File: src/sfcd_pkg.sv
// ----------------------------------------------------------------------------
// sfcd_pkg
// Shared types, constants and the crc-8 step for the sensor frame decoder.
// ----------------------------------------------------------------------------
`default_nettype none

package sfcd_pkg;

  localparam int unsigned RawW   = 20;
  localparam int unsigned HumW   = 17;
  localparam int unsigned TempW  = 19;
  localparam int unsigned IndexW = 3;

  localparam logic [7:0] CrcInit      = 8'hFF;
  localparam logic [7:0] CrcPoly      = 8'h31;
  localparam logic [7:0] BusyMaskRst  = 8'h80;
  localparam logic [7:0] LowNibble    = 8'h0F;

  localparam logic [16:0] HumScale    = 17'd100000;
  localparam logic [17:0] TempScale   = 18'd200000;
  localparam logic signed [TempW-1:0] TempOffset = 19'sd50000;

  // byte positions within a frame
  localparam logic [IndexW-1:0] IdxStatus = 3'd0;
  localparam logic [IndexW-1:0] IdxHumHi  = 3'd1;
  localparam logic [IndexW-1:0] IdxHumMid = 3'd2;
  localparam logic [IndexW-1:0] IdxSplit  = 3'd3;
  localparam logic [IndexW-1:0] IdxTempMid = 3'd4;
  localparam logic [IndexW-1:0] IdxTempLo = 3'd5;
  localparam logic [IndexW-1:0] IdxCrc    = 3'd6;
  localparam logic [IndexW-1:0] IdxIdle   = 3'd7;

  typedef enum logic [1:0] {
    StOk     = 2'd0,
    StBusy   = 2'd1,
    StCrcErr = 2'd2
  } frame_status_e;

  typedef struct packed {
    frame_status_e    status;
    logic [RawW-1:0]  raw_hum;
    logic [RawW-1:0]  temp_raw;
  } frame_res_t;

  function automatic logic [7:0] crc8_step(input logic [7:0] crc, input logic [7:0] b);
    logic [7:0] c;
    c = crc ^ b;
    for (int k = 0; k < 8; k++) begin
      if (c[7]) begin
        c = {c[6:0], 1'b0} ^ CrcPoly;
      end else begin
        c = {c[6:0], 1'b0};
      end
    end
    return c;
  endfunction

endpackage

`default_nettype wire

File: src/sfcd_assembler.sv
// ----------------------------------------------------------------------------
// sfcd_assembler
// Byte tracking, crc-8 accumulation and raw field packing for one frame.
// ----------------------------------------------------------------------------
`default_nettype none

module sfcd_assembler (
  input  wire logic                clk_i,
  input  wire logic                rst_ni,
  input  wire logic                step_i,
  input  wire logic [7:0]          data_byte_i,
  input  wire logic                first_byte_i,
  input  wire logic [7:0]          busy_mask_i,
  output logic                     done_o,
  output sfcd_pkg::frame_res_t     res_o
);
  import sfcd_pkg::*;

  logic [IndexW-1:0] byte_index_q, byte_index_d;
  logic [7:0]        crc_q, crc_d;
  logic [7:0]        status_byte_q, status_byte_d;
  logic [RawW-1:0]   raw_hum_q, raw_hum_d;
  logic [RawW-1:0]   temp_raw_q, temp_raw_d;

  logic [IndexW-1:0] idx;
  logic [7:0]        crc_base;
  logic [RawW-1:0]   hum_base;
  logic [RawW-1:0]   temp_base;
  logic              active;

  always_comb begin
    idx       = first_byte_i ? IdxStatus : byte_index_q;
    crc_base  = first_byte_i ? CrcInit : crc_q;
    hum_base  = first_byte_i ? '0 : raw_hum_q;
    temp_base = first_byte_i ? '0 : temp_raw_q;
    active    = step_i && (idx != IdxIdle);

    byte_index_d  = byte_index_q;
    crc_d         = crc_q;
    status_byte_d = status_byte_q;
    raw_hum_d     = raw_hum_q;
    temp_raw_d    = temp_raw_q;
    done_o        = 1'b0;

    if (active) begin
      raw_hum_d  = hum_base;
      temp_raw_d = temp_base;
      case (idx)
        IdxStatus: begin
          status_byte_d = data_byte_i;
        end
        IdxHumHi: begin
          raw_hum_d[19:12] = data_byte_i;
        end
        IdxHumMid: begin
          raw_hum_d[11:4] = data_byte_i;
        end
        IdxSplit: begin
          raw_hum_d[3:0]    = data_byte_i[7:4];
          temp_raw_d[19:16] = data_byte_i[3:0] & LowNibble[3:0];
        end
        IdxTempMid: begin
          temp_raw_d[15:8] = data_byte_i;
        end
        IdxTempLo: begin
          temp_raw_d[7:0] = data_byte_i;
        end
        default: begin
        end
      endcase

      if (idx == IdxCrc) begin
        byte_index_d = IdxIdle;
        crc_d        = crc_base;
        done_o       = 1'b1;
      end else begin
        byte_index_d = idx + IndexW'(1);
        crc_d        = crc8_step(crc_base, data_byte_i);
      end
    end
  end

  always_comb begin
    res_o.raw_hum  = raw_hum_q;
    res_o.temp_raw = temp_raw_q;
    if ((status_byte_q & busy_mask_i) != 8'h00) begin
      res_o.status = StBusy;
    end else if (crc_q != data_byte_i) begin
      res_o.status = StCrcErr;
    end else begin
      res_o.status = StOk;
    end
  end

  always_ff @(posedge clk_i or negedge rst_ni) begin
    if (!rst_ni) begin
      byte_index_q  <= IdxIdle;
      crc_q         <= CrcInit;
      status_byte_q <= '0;
      raw_hum_q     <= '0;
      temp_raw_q    <= '0;
    end else begin
      byte_index_q  <= byte_index_d;
      crc_q         <= crc_d;
      status_byte_q <= status_byte_d;
      raw_hum_q     <= raw_hum_d;
      temp_raw_q    <= temp_raw_d;
    end
  end

endmodule

`default_nettype wire

File: src/sfcd_scale.sv
// ----------------------------------------------------------------------------
// sfcd_scale
// Constant multiply-and-shift conversion of raw readings to milli units.
// ----------------------------------------------------------------------------
`default_nettype none

module sfcd_scale (
  input  wire sfcd_pkg::frame_res_t       res_i,
  output logic [sfcd_pkg::HumW-1:0]       humidity_milli_o,
  output logic signed [sfcd_pkg::TempW-1:0] temperature_milli_o
);
  import sfcd_pkg::*;

  logic [RawW+17-1:0] hum_prod;
  logic [RawW+18-1:0] temp_prod;
  logic signed [TempW-1:0] temp_shifted;

  always_comb begin
    hum_prod     = (RawW+17)'(res_i.raw_hum) * (RawW+17)'(HumScale);
    temp_prod    = (RawW+18)'(res_i.temp_raw) * (RawW+18)'(TempScale);
    temp_shifted = signed'({1'b0, temp_prod[RawW+18-1:RawW]});
    if (res_i.status == StOk) begin
      humidity_milli_o    = hum_prod[RawW+17-1:RawW];
      temperature_milli_o = temp_shifted - TempOffset;
    end else begin
      humidity_milli_o    = '0;
      temperature_milli_o = '0;
    end
  end

endmodule

`default_nettype wire

File: src/sensor_frame_crc_decode.sv
// ----------------------------------------------------------------------------
// sensor_frame_crc_decode
// output: the result register loads when the seventh frame byte leaves the input register
// throughput: one byte per cycle, set by the single input and result register pair
// a stalled result holds only the input register; bytes keep flowing when it is taken
// reset: index idle, crc 0xff, raw fields and status byte cleared, busy mask 0x80
// ----------------------------------------------------------------------------
`default_nettype none

module sensor_frame_crc_decode (
  input  wire logic                          clk_i,
  input  wire logic                          rst_ni,
  input  wire logic                          in_valid_i,
  output logic                               in_stall_o,
  input  wire logic [7:0]                    data_byte_i,
  input  wire logic                          first_byte_i,
  output logic                               out_valid_o,
  input  wire logic                          out_stall_i,
  output logic [sfcd_pkg::HumW-1:0]          humidity_milli_o,
  output logic signed [sfcd_pkg::TempW-1:0]  temperature_milli_o,
  output logic [1:0]                         frame_status_o,
  input  wire logic                          cfg_we_i,
  input  wire logic [7:0]                    cfg_wdata_i
);
  import sfcd_pkg::*;

  logic [7:0] busy_mask_q;

  logic       s1_valid_q, s1_valid_d;
  logic [7:0] s1_byte_q;
  logic       s1_first_q;

  logic       out_valid_q, out_valid_d;
  logic [HumW-1:0]         hum_q;
  logic signed [TempW-1:0] temp_q;
  logic [1:0]              status_q;

  logic       advance;
  logic       in_take;
  logic       step;
  logic       done;
  frame_res_t res;
  logic [HumW-1:0]         hum_c;
  logic signed [TempW-1:0] temp_c;

  assign advance    = !out_valid_q || !out_stall_i;
  assign in_stall_o = s1_valid_q && !advance;
  assign in_take    = in_valid_i && !in_stall_o;
  assign step       = s1_valid_q && advance;

  always_comb begin
    if (in_take) begin
      s1_valid_d = 1'b1;
    end else if (advance) begin
      s1_valid_d = 1'b0;
    end else begin
      s1_valid_d = s1_valid_q;
    end
    out_valid_d = advance ? (step && done) : out_valid_q;
  end

  sfcd_assembler u_assembler (
    .clk_i        (clk_i),
    .rst_ni       (rst_ni),
    .step_i       (step),
    .data_byte_i  (s1_byte_q),
    .first_byte_i (s1_first_q),
    .busy_mask_i  (busy_mask_q),
    .done_o       (done),
    .res_o        (res)
  );

  sfcd_scale u_scale (
    .res_i               (res),
    .humidity_milli_o    (hum_c),
    .temperature_milli_o (temp_c)
  );

  always_ff @(posedge clk_i or negedge rst_ni) begin
    if (!rst_ni) begin
      busy_mask_q <= BusyMaskRst;
      s1_valid_q  <= 1'b0;
      out_valid_q <= 1'b0;
    end else begin
      if (cfg_we_i) begin
        busy_mask_q <= cfg_wdata_i;
      end
      s1_valid_q  <= s1_valid_d;
      out_valid_q <= out_valid_d;
    end
  end

  // payload registers
  always_ff @(posedge clk_i) begin
    if (in_take) begin
      s1_byte_q  <= data_byte_i;
      s1_first_q <= first_byte_i;
    end
    if (step && done) begin
      hum_q    <= hum_c;
      temp_q   <= temp_c;
      status_q <= res.status;
    end
  end

  assign out_valid_o         = out_valid_q;
  assign humidity_milli_o    = hum_q;
  assign temperature_milli_o = temp_q;
  assign frame_status_o      = status_q;

  a_stall_needs_beat: assert property (@(posedge clk_i) disable iff (!rst_ni)
    in_stall_o |-> s1_valid_q)
    else $error("input stalled with empty input register");

  a_result_from_beat: assert property (@(posedge clk_i) disable iff (!rst_ni)
    $rose(out_valid_q) |-> $past(s1_valid_q))
    else $error("result appeared without a held beat");

  a_error_zero: assert property (@(posedge clk_i) disable iff (!rst_ni)
    (out_valid_q && status_q != StOk) |-> (hum_q == '0 && temp_q == '0))
    else $error("non-zero readings on a failed frame");

  a_hum_range: assert property (@(posedge clk_i) disable iff (!rst_ni)
    (out_valid_q && status_q == StOk) |-> (hum_q < HumScale))
    else $error("humidity out of range");

endmodule

`default_nettype wire
File: config.mk
export PLATFORM = sky130hd
export DESIGN_NAME = sensor_frame_crc_decode
export DESIGN_NICKNAME = d
export VERILOG_FILES = /design/src/sfcd_pkg.sv /design/src/sfcd_assembler.sv /design/src/sfcd_scale.sv /design/src/sensor_frame_crc_decode.sv
export SDC_FILE = /design/constraint.sdc
export NUM_CORES = 1
export LEC_CHECK = 0
export BUFFER_PORTS_ARGS = -buffer_cell sky130_fd_sc_hd__buf_2
export CAP_MARGIN = 25
export CORE_MARGIN = 8
export CORE_UTILIZATION = 53
export DETAILED_ROUTE_END_ITERATION = 6
export GPL_TIMING_DRIVEN = 0
export HOLD_SLACK_MARGIN = 0.05
export PLACE_DENSITY_LB_ADDON = 0.25
export SLEW_MARGIN = 10
export SYNTH_ARGS = -nofsm -noshare
export SYNTH_HDL_FRONTEND = slang
export SYNTH_HIERARCHICAL = 1
export SYNTH_SLANG_ARGS = --single-unit
File: constraint.sdc
create_clock -name clk_i -period 7.9 [get_ports clk_i]
set_input_delay 0.79 -clock clk_i [delete_from_list [all_inputs] [get_ports clk_i]]
set_output_delay 0.79 -clock clk_i [all_outputs]
set_load 0.005 [all_outputs]
Yosys cells after proc, flatten, opt, wreduce, memory -nomap -nowiden --
Index checks and enable logic that the tools add are counted.
Storage, ports and cells: register bits 116, logic and storage cells 103, output and inout port bits 40
Operators by class: reduce and logical (&&, ||, !) cells 25, $mul 2, bitwise logic cells 10, mux-type cells 39, add/subtract/negate cells 2, equality and inequality tests 8
Operator list (number):
- 8-bit two-way mux | 20
- 20-bit by 12-bit multiplier with 32-bit output (second input constant) | 2
- 6-bit two-way mux | 8
- 3-bit inverter | 8
- 20-bit two-way mux | 1
- 18-bit by 16-bit subtractor with 19-bit output (second input constant) | 1
- 2-bit AND reduction | 6
- 2-bit nonzero test | 6
- 3-bit equality test (second input constant) | 3
- 8-bit bitwise AND | 1
- 4-bit two-way mux | 2
- 8-bit != test | 1
- 8-bit nonzero test | 1
- 8-bit bitwise XOR | 1
- 3-bit by 2-bit equality test with 1-bit output (second input constant) | 2
- 3-bit two-way mux | 2
- 1-bit logical AND | 5
- 1-bit logical NOT | 4
- 1-bit two-way mux | 4
- 2-bit two-way mux | 2
- 3-bit by 1-bit adder with 3-bit output (second input constant) | 1
- 3-bit by 1-bit equality test with 1-bit output (second input constant) | 1
- 3-bit logical NOT | 1
- 3-bit != test (second input constant) | 1
- other kinds (2) | 2

Longest topological paths before layout --
depth in word-level cells 33, mapped depth 22, depth with buffers taken out 21

Hierarchy --
Netlist, hierarchy kept.
Modules (own cells, without submodules):
- sfcd_scale | cells an instance 927, instances 1, area an instance 8366.8 um^2
- sfcd_assembler | cells an instance 277, instances 1, area an instance 2916.5 um^2
- sensor_frame_crc_decode | cells an instance 75, instances 1, area an instance 1838.0 um^2

Least setup slack after synthesis --
OpenSTA, ideal clock, no wires.
kind reg2reg, start point reg u_assembler.temp_raw_q[2], end point reg temp_q[16] (netlist: temperature_milli_o[16]) (data pin), path slack 2.504 ns, buffers on the path 1, clock period less this slack 5.396 ns, required time 7.630 ns, cell stages (with the launch flop) 21, arrival 5.126 ns, setup time 0.270 ns, cells stage by stage dfrtp_1 ha_1 ha_1 xor2_1 ha_1 a31o_2 fa_1 inv_1 fa_1 inv_1 ha_1 clkbuf_1 a21oi_1 o21ai_0 a221oi_1 o21ai_0 xor2_1 o21bai_2 a2111oi_2 nand3b_1 a21oi_1
On the way: longest elaborated chain between the ends 2
Ends and longest elaborated chain:
- start, declared | RTL line sfcd_assembler.sv:23 | logic [RawW-1:0] temp_raw_q, temp_raw_d;
- start signal, assigned | RTL line sfcd_assembler.sv:107 | temp_raw_q <= temp_raw_d;
- 20-bit by 12-bit multiplier with 32-bit output | RTL line sfcd_scale.sv:20 | temp_prod = (RawW+18)'(res_i.temp_raw) * (RawW+18)'(TempScale);
- 18-bit by 16-bit subtractor with 19-bit output | RTL line sfcd_scale.sv:24 | temperature_milli_o = temp_shifted - TempOffset;
- end signal, assigned | RTL line sensor_frame_crc_decode.sv:101 | temp_q <= temp_c;
- end, declared | RTL line sensor_frame_crc_decode.sv:35 | logic signed [TempW-1:0] temp_q;
No other way between the ends. A chain may end at the register's enable or synchronous reset.

Final worst setup path --
start point reg u_assembler.temp_raw_q[4], end point reg temp_q[17] (netlist: temperature_milli_o[17]) (data pin)
Same word-level chain as after synthesis.

==> impl_metrics.csv <==
group,metric,value,unit
critical_path,cp-start-kind,"flip-flop",
synth,syn_inst,1279,
global_route,use_met1,25.1,%
finish,final_cells,1697,
global_route,grt_pass1_wl,46.2,mm
floorplanning,fp-row-count,57,
synth,netlist_area,13100,um2
critical_path,path_max_fanout,7,
synth,async_flop_share,59.5,%
power,leakagePower,7.81,nW
place,gp_congestion,0.889,
place,post-dp-hpwl,22.1,mm
sta,hold_viol_final,0,
synth,netlist_top_cells_area,"ha_1, fa_1, dfrtp_1, edfxtp_1, inv_1",
sta,setup_viol,0,
synth,synth_warnings,6,
drt,via_per_inst,5.39,
place,dpl_cell_area,13900,um2
global_route,grt_max_degree,67,
synth,syn_avg_cell_area,10.3,um2
finish,n_fill_cell,2064,
min_path,hold_path.class,"input port to asynchronous set/reset pin",
floorplanning,die_y,173,um
synth,synth_edf_count,47,
critical_path,reg2reg_to,"temperature_milli_o[17]",
global_route,met2_usage,30.8,%
synth,synth_top_area_cell,"ha_1",
global_route,antenna_found_initial,0,
clocking,clock_latency,410,ps
critical_path,max_stage_delay,530,ps
drt,drc,0,
critical_path,reg2regPathDepth,20,
synth,ys_ff_latch,116,
critical_path,arrival,6410,ps
global_route,grtUsageTotal,18.6,%
global_route,met3_usage,2.92,%
sta,max_slew_margin,48.8,%
finish,diodes,0,
critical_path,rr_startpoint,"u_assembler/temp_raw_q[4]",
synth,yosysMostFrequentCell,"ha_1",
flow_run,drv_cap,0,
synth,ys_seq_area_share,24.0,%
power,power-per-cell-area,276,nW/um2
drt,drt_first_pass_iters,5,
critical_path,cp_data_required_time,8160,ps
finish,syn2layout_area_growth,10.2,%
drt,ant_nets,0,
sta,worstMarginPinSlew,766,ps
clocking,cts_buffer_depth,2,
global_route,grt_pass1_vias,9466,
run_status,status,"complete, no violations",
clocking,cts_made_buffers,17,
clocking,post-cts-setup-buffer-count,0,
sta,finalCriticalPeriod,6150,ps
power,ir_drop,147,uV
sta,finalCritPeriodShare,77.9,%
place,dp_slack,1830,ps
sta,maxSlewViolCount,0,
critical_path,crit_path_frequent_cell,"ha_1",
clocking,cts-root-buf,"clkbuf_16",
synth,synth_top_cells_by_count,"ha_1, inv_1, fa_1",
place,dp_cells,1665,
sta,rsz0062_at_grt,"no",
sta,fmax,163,MHz
drt,drt_iter0_markers,470,
finish,final_area,14500,um2
clocking,clock_sinks,116,
critical_path,crit_chain,"ha_1 -> ha_1 -> xor2_1 -> ha_1 -> a31o_2 -> fa_1 -> inv_1 -> fa_1 -> inv_1 -> ha_1 -> clkbuf_2 -> a21oi_1 -> o21ai_0 -> a2111oi_0 -> a311o_1 -> a21bo_2 -> a21o_1 -> a2111o_1 -> a21oi_1 -> mux2i_1",
sta,fin_skew,9.97,ps
critical_path,end_kind,"flip-flop",
global_route,grt_overflow_total,0,
drt,wl_per_cell,16.1,um
drt,drt-total-wl,27.4,mm
clocking,cts.repair.resized,0,
finish,layout-drive-gt1-share,11.9,%
clocking,holdBufCountCts,0,
sta,finalSetupTns,0,ps
floorplanning,dieArea,30000,um2
place,io_buffers,60,
drt,via_count,9139,
global_route,grt_most_used_layer,"met2",
finish,fin_nets,1736,
synth,synth_cell_types,80,
synth,synthesis.nets,1655,
critical_path,r2r_slack,1750,ps
synth,synthFlopType,"dfrtp_1",
critical_path,timing_worst_setup_path_type,"flip-flop to flip-flop",
clocking,clk_pin_slew,60,ps
floorplanning,die_width,173,um
floorplanning,coreArea,24300,um2
synth,yosysTopAreaCellShare,23.4,%
finish,utilization,59.5,%
sta,layout_setup_ws,1750,ps
floorplanning,start_util,54.0,%
critical_path,critical-path-slowest-cell,"fa_1",
clocking,cts_tree,"yes",
floorplanning,ios,62,
clocking,htree_levels,4,
[flip-flops by register name, indices dropped and copies added, names as in the netlist]
signal / flops
frame_status_o: 2
u_assembler/status_byte_q: 8
s1_valid_q: 1
s1_byte_q: 8
s1_first_q: 1
humidity_milli_o: 17
u_assembler/crc_q: 8
busy_mask_q: 8
temperature_milli_o: 19
u_assembler/raw_hum_q: 20
u_assembler/temp_raw_q: 20
u_assembler/byte_index_q: 3
out_valid_o: 1
[critical path, delay by kind of cell (launching register included)]
family	cells	cell delay (ps)
xor gates and xnor gates	1	160
muxes	1	210
AOI/OAI and AO/OA	9	2670
buffers and inverters	3	260
adders and majority gates	6	2220
DFF	1	480
[worst max-delay path by stage]
stage	from	to
after global routing	u_assembler/temp_raw_q[4]	temperature_milli_o[15]
after CTS	u_assembler/temp_raw_q[4]	temperature_milli_o[17]
final	u_assembler/temp_raw_q[4]	temperature_milli_o[17]
after floorplan	u_assembler/temp_raw_q[2]	temperature_milli_o[16]
after global placement	s1_first_q	humidity_milli_o[0]
after detailed placement	u_assembler/temp_raw_q[4]	temperature_milli_o[17]
[metrics by stage]
step	hold WS (ps)	power, mW
2_1_floorplan	439	2.72
3_3_place_gp	452	3.17
3_5_place_dp	458	3.23
4_1_cts	158	4.01
5_1_grt	149	4.37
6_report	176	3.98
[layout by cell type (no fill, tap or decap), types with 5 or more instances in the layout]
master     synthesis  layout
mux2_2             8       8
o211ai_1           5       5
a21oi_1           46      45
clkbuf_1          15      16
nand2_1           89      89
nor2_1            49      49
a31o_2             5       5
dfrtp_1           57      57
clkbuf_16          0      18
dfstp_2           12      12
buf_2              4      63
a22o_1            14      14
o21ai_1            7       7
o21ai_0           45      45
o21bai_1           7       7
mux2i_1            5       5
edfxtp_1          47      47
and3_1            16      16
nand2b_1           7       7
a22oi_1           13      13
ha_1             245     245
mux2_4             8       8
nor3_1            14      14
fa_1             109     109
o21a_1             7       7
nand4_1            9       9
and2_1            10      10
a211oi_1           6       6
a21o_1            17      17
xor2_1            27      27
inv_1            216     216
xnor2_1           43      43
nand3_1           21      21
[report_power, final]
part           switching [mW]  internal, mW
clock                   0.295         0.446
sequential             0.0891         0.731
combinational            1.40          1.02
[routing by layer]
layer  share of wire, %  vias up
met1                 49     4399
met2                 47      171
met5                  0        -
met4               0.92        0
met3                3.3       24
li1                   -     4545
[cells by family after synthesis]
group / after synthesis / share of synthesized area (%)
xor+xnor: 76 / 5.73
flops: 116 / 24.0
compound gates: 215 / 11.3
simple gates: 251 / 9.53
mux: 21 / 1.98
fa+ha+maj: 354 / 40.0
buf+inv: 246 / 7.45
[area by class of cell]
cell class / instances / area, um2 / share of cell area, %
Multi-Input combinational cell: 917 / 9000 / 62.3
Sequential cell: 116 / 3150 / 21.8
Inverter: 216 / 811 / 5.61
Clock buffer: 22 / 495 / 3.43
Tap cell: 324 / 405 / 2.80
Timing Repair Buffer: 62 / 358 / 2.47
Buffer: 30 / 166 / 1.15
Clock inverter: 10 / 67.6 / 0.467
Note: power is estimated with default switching activity, not from simulation.
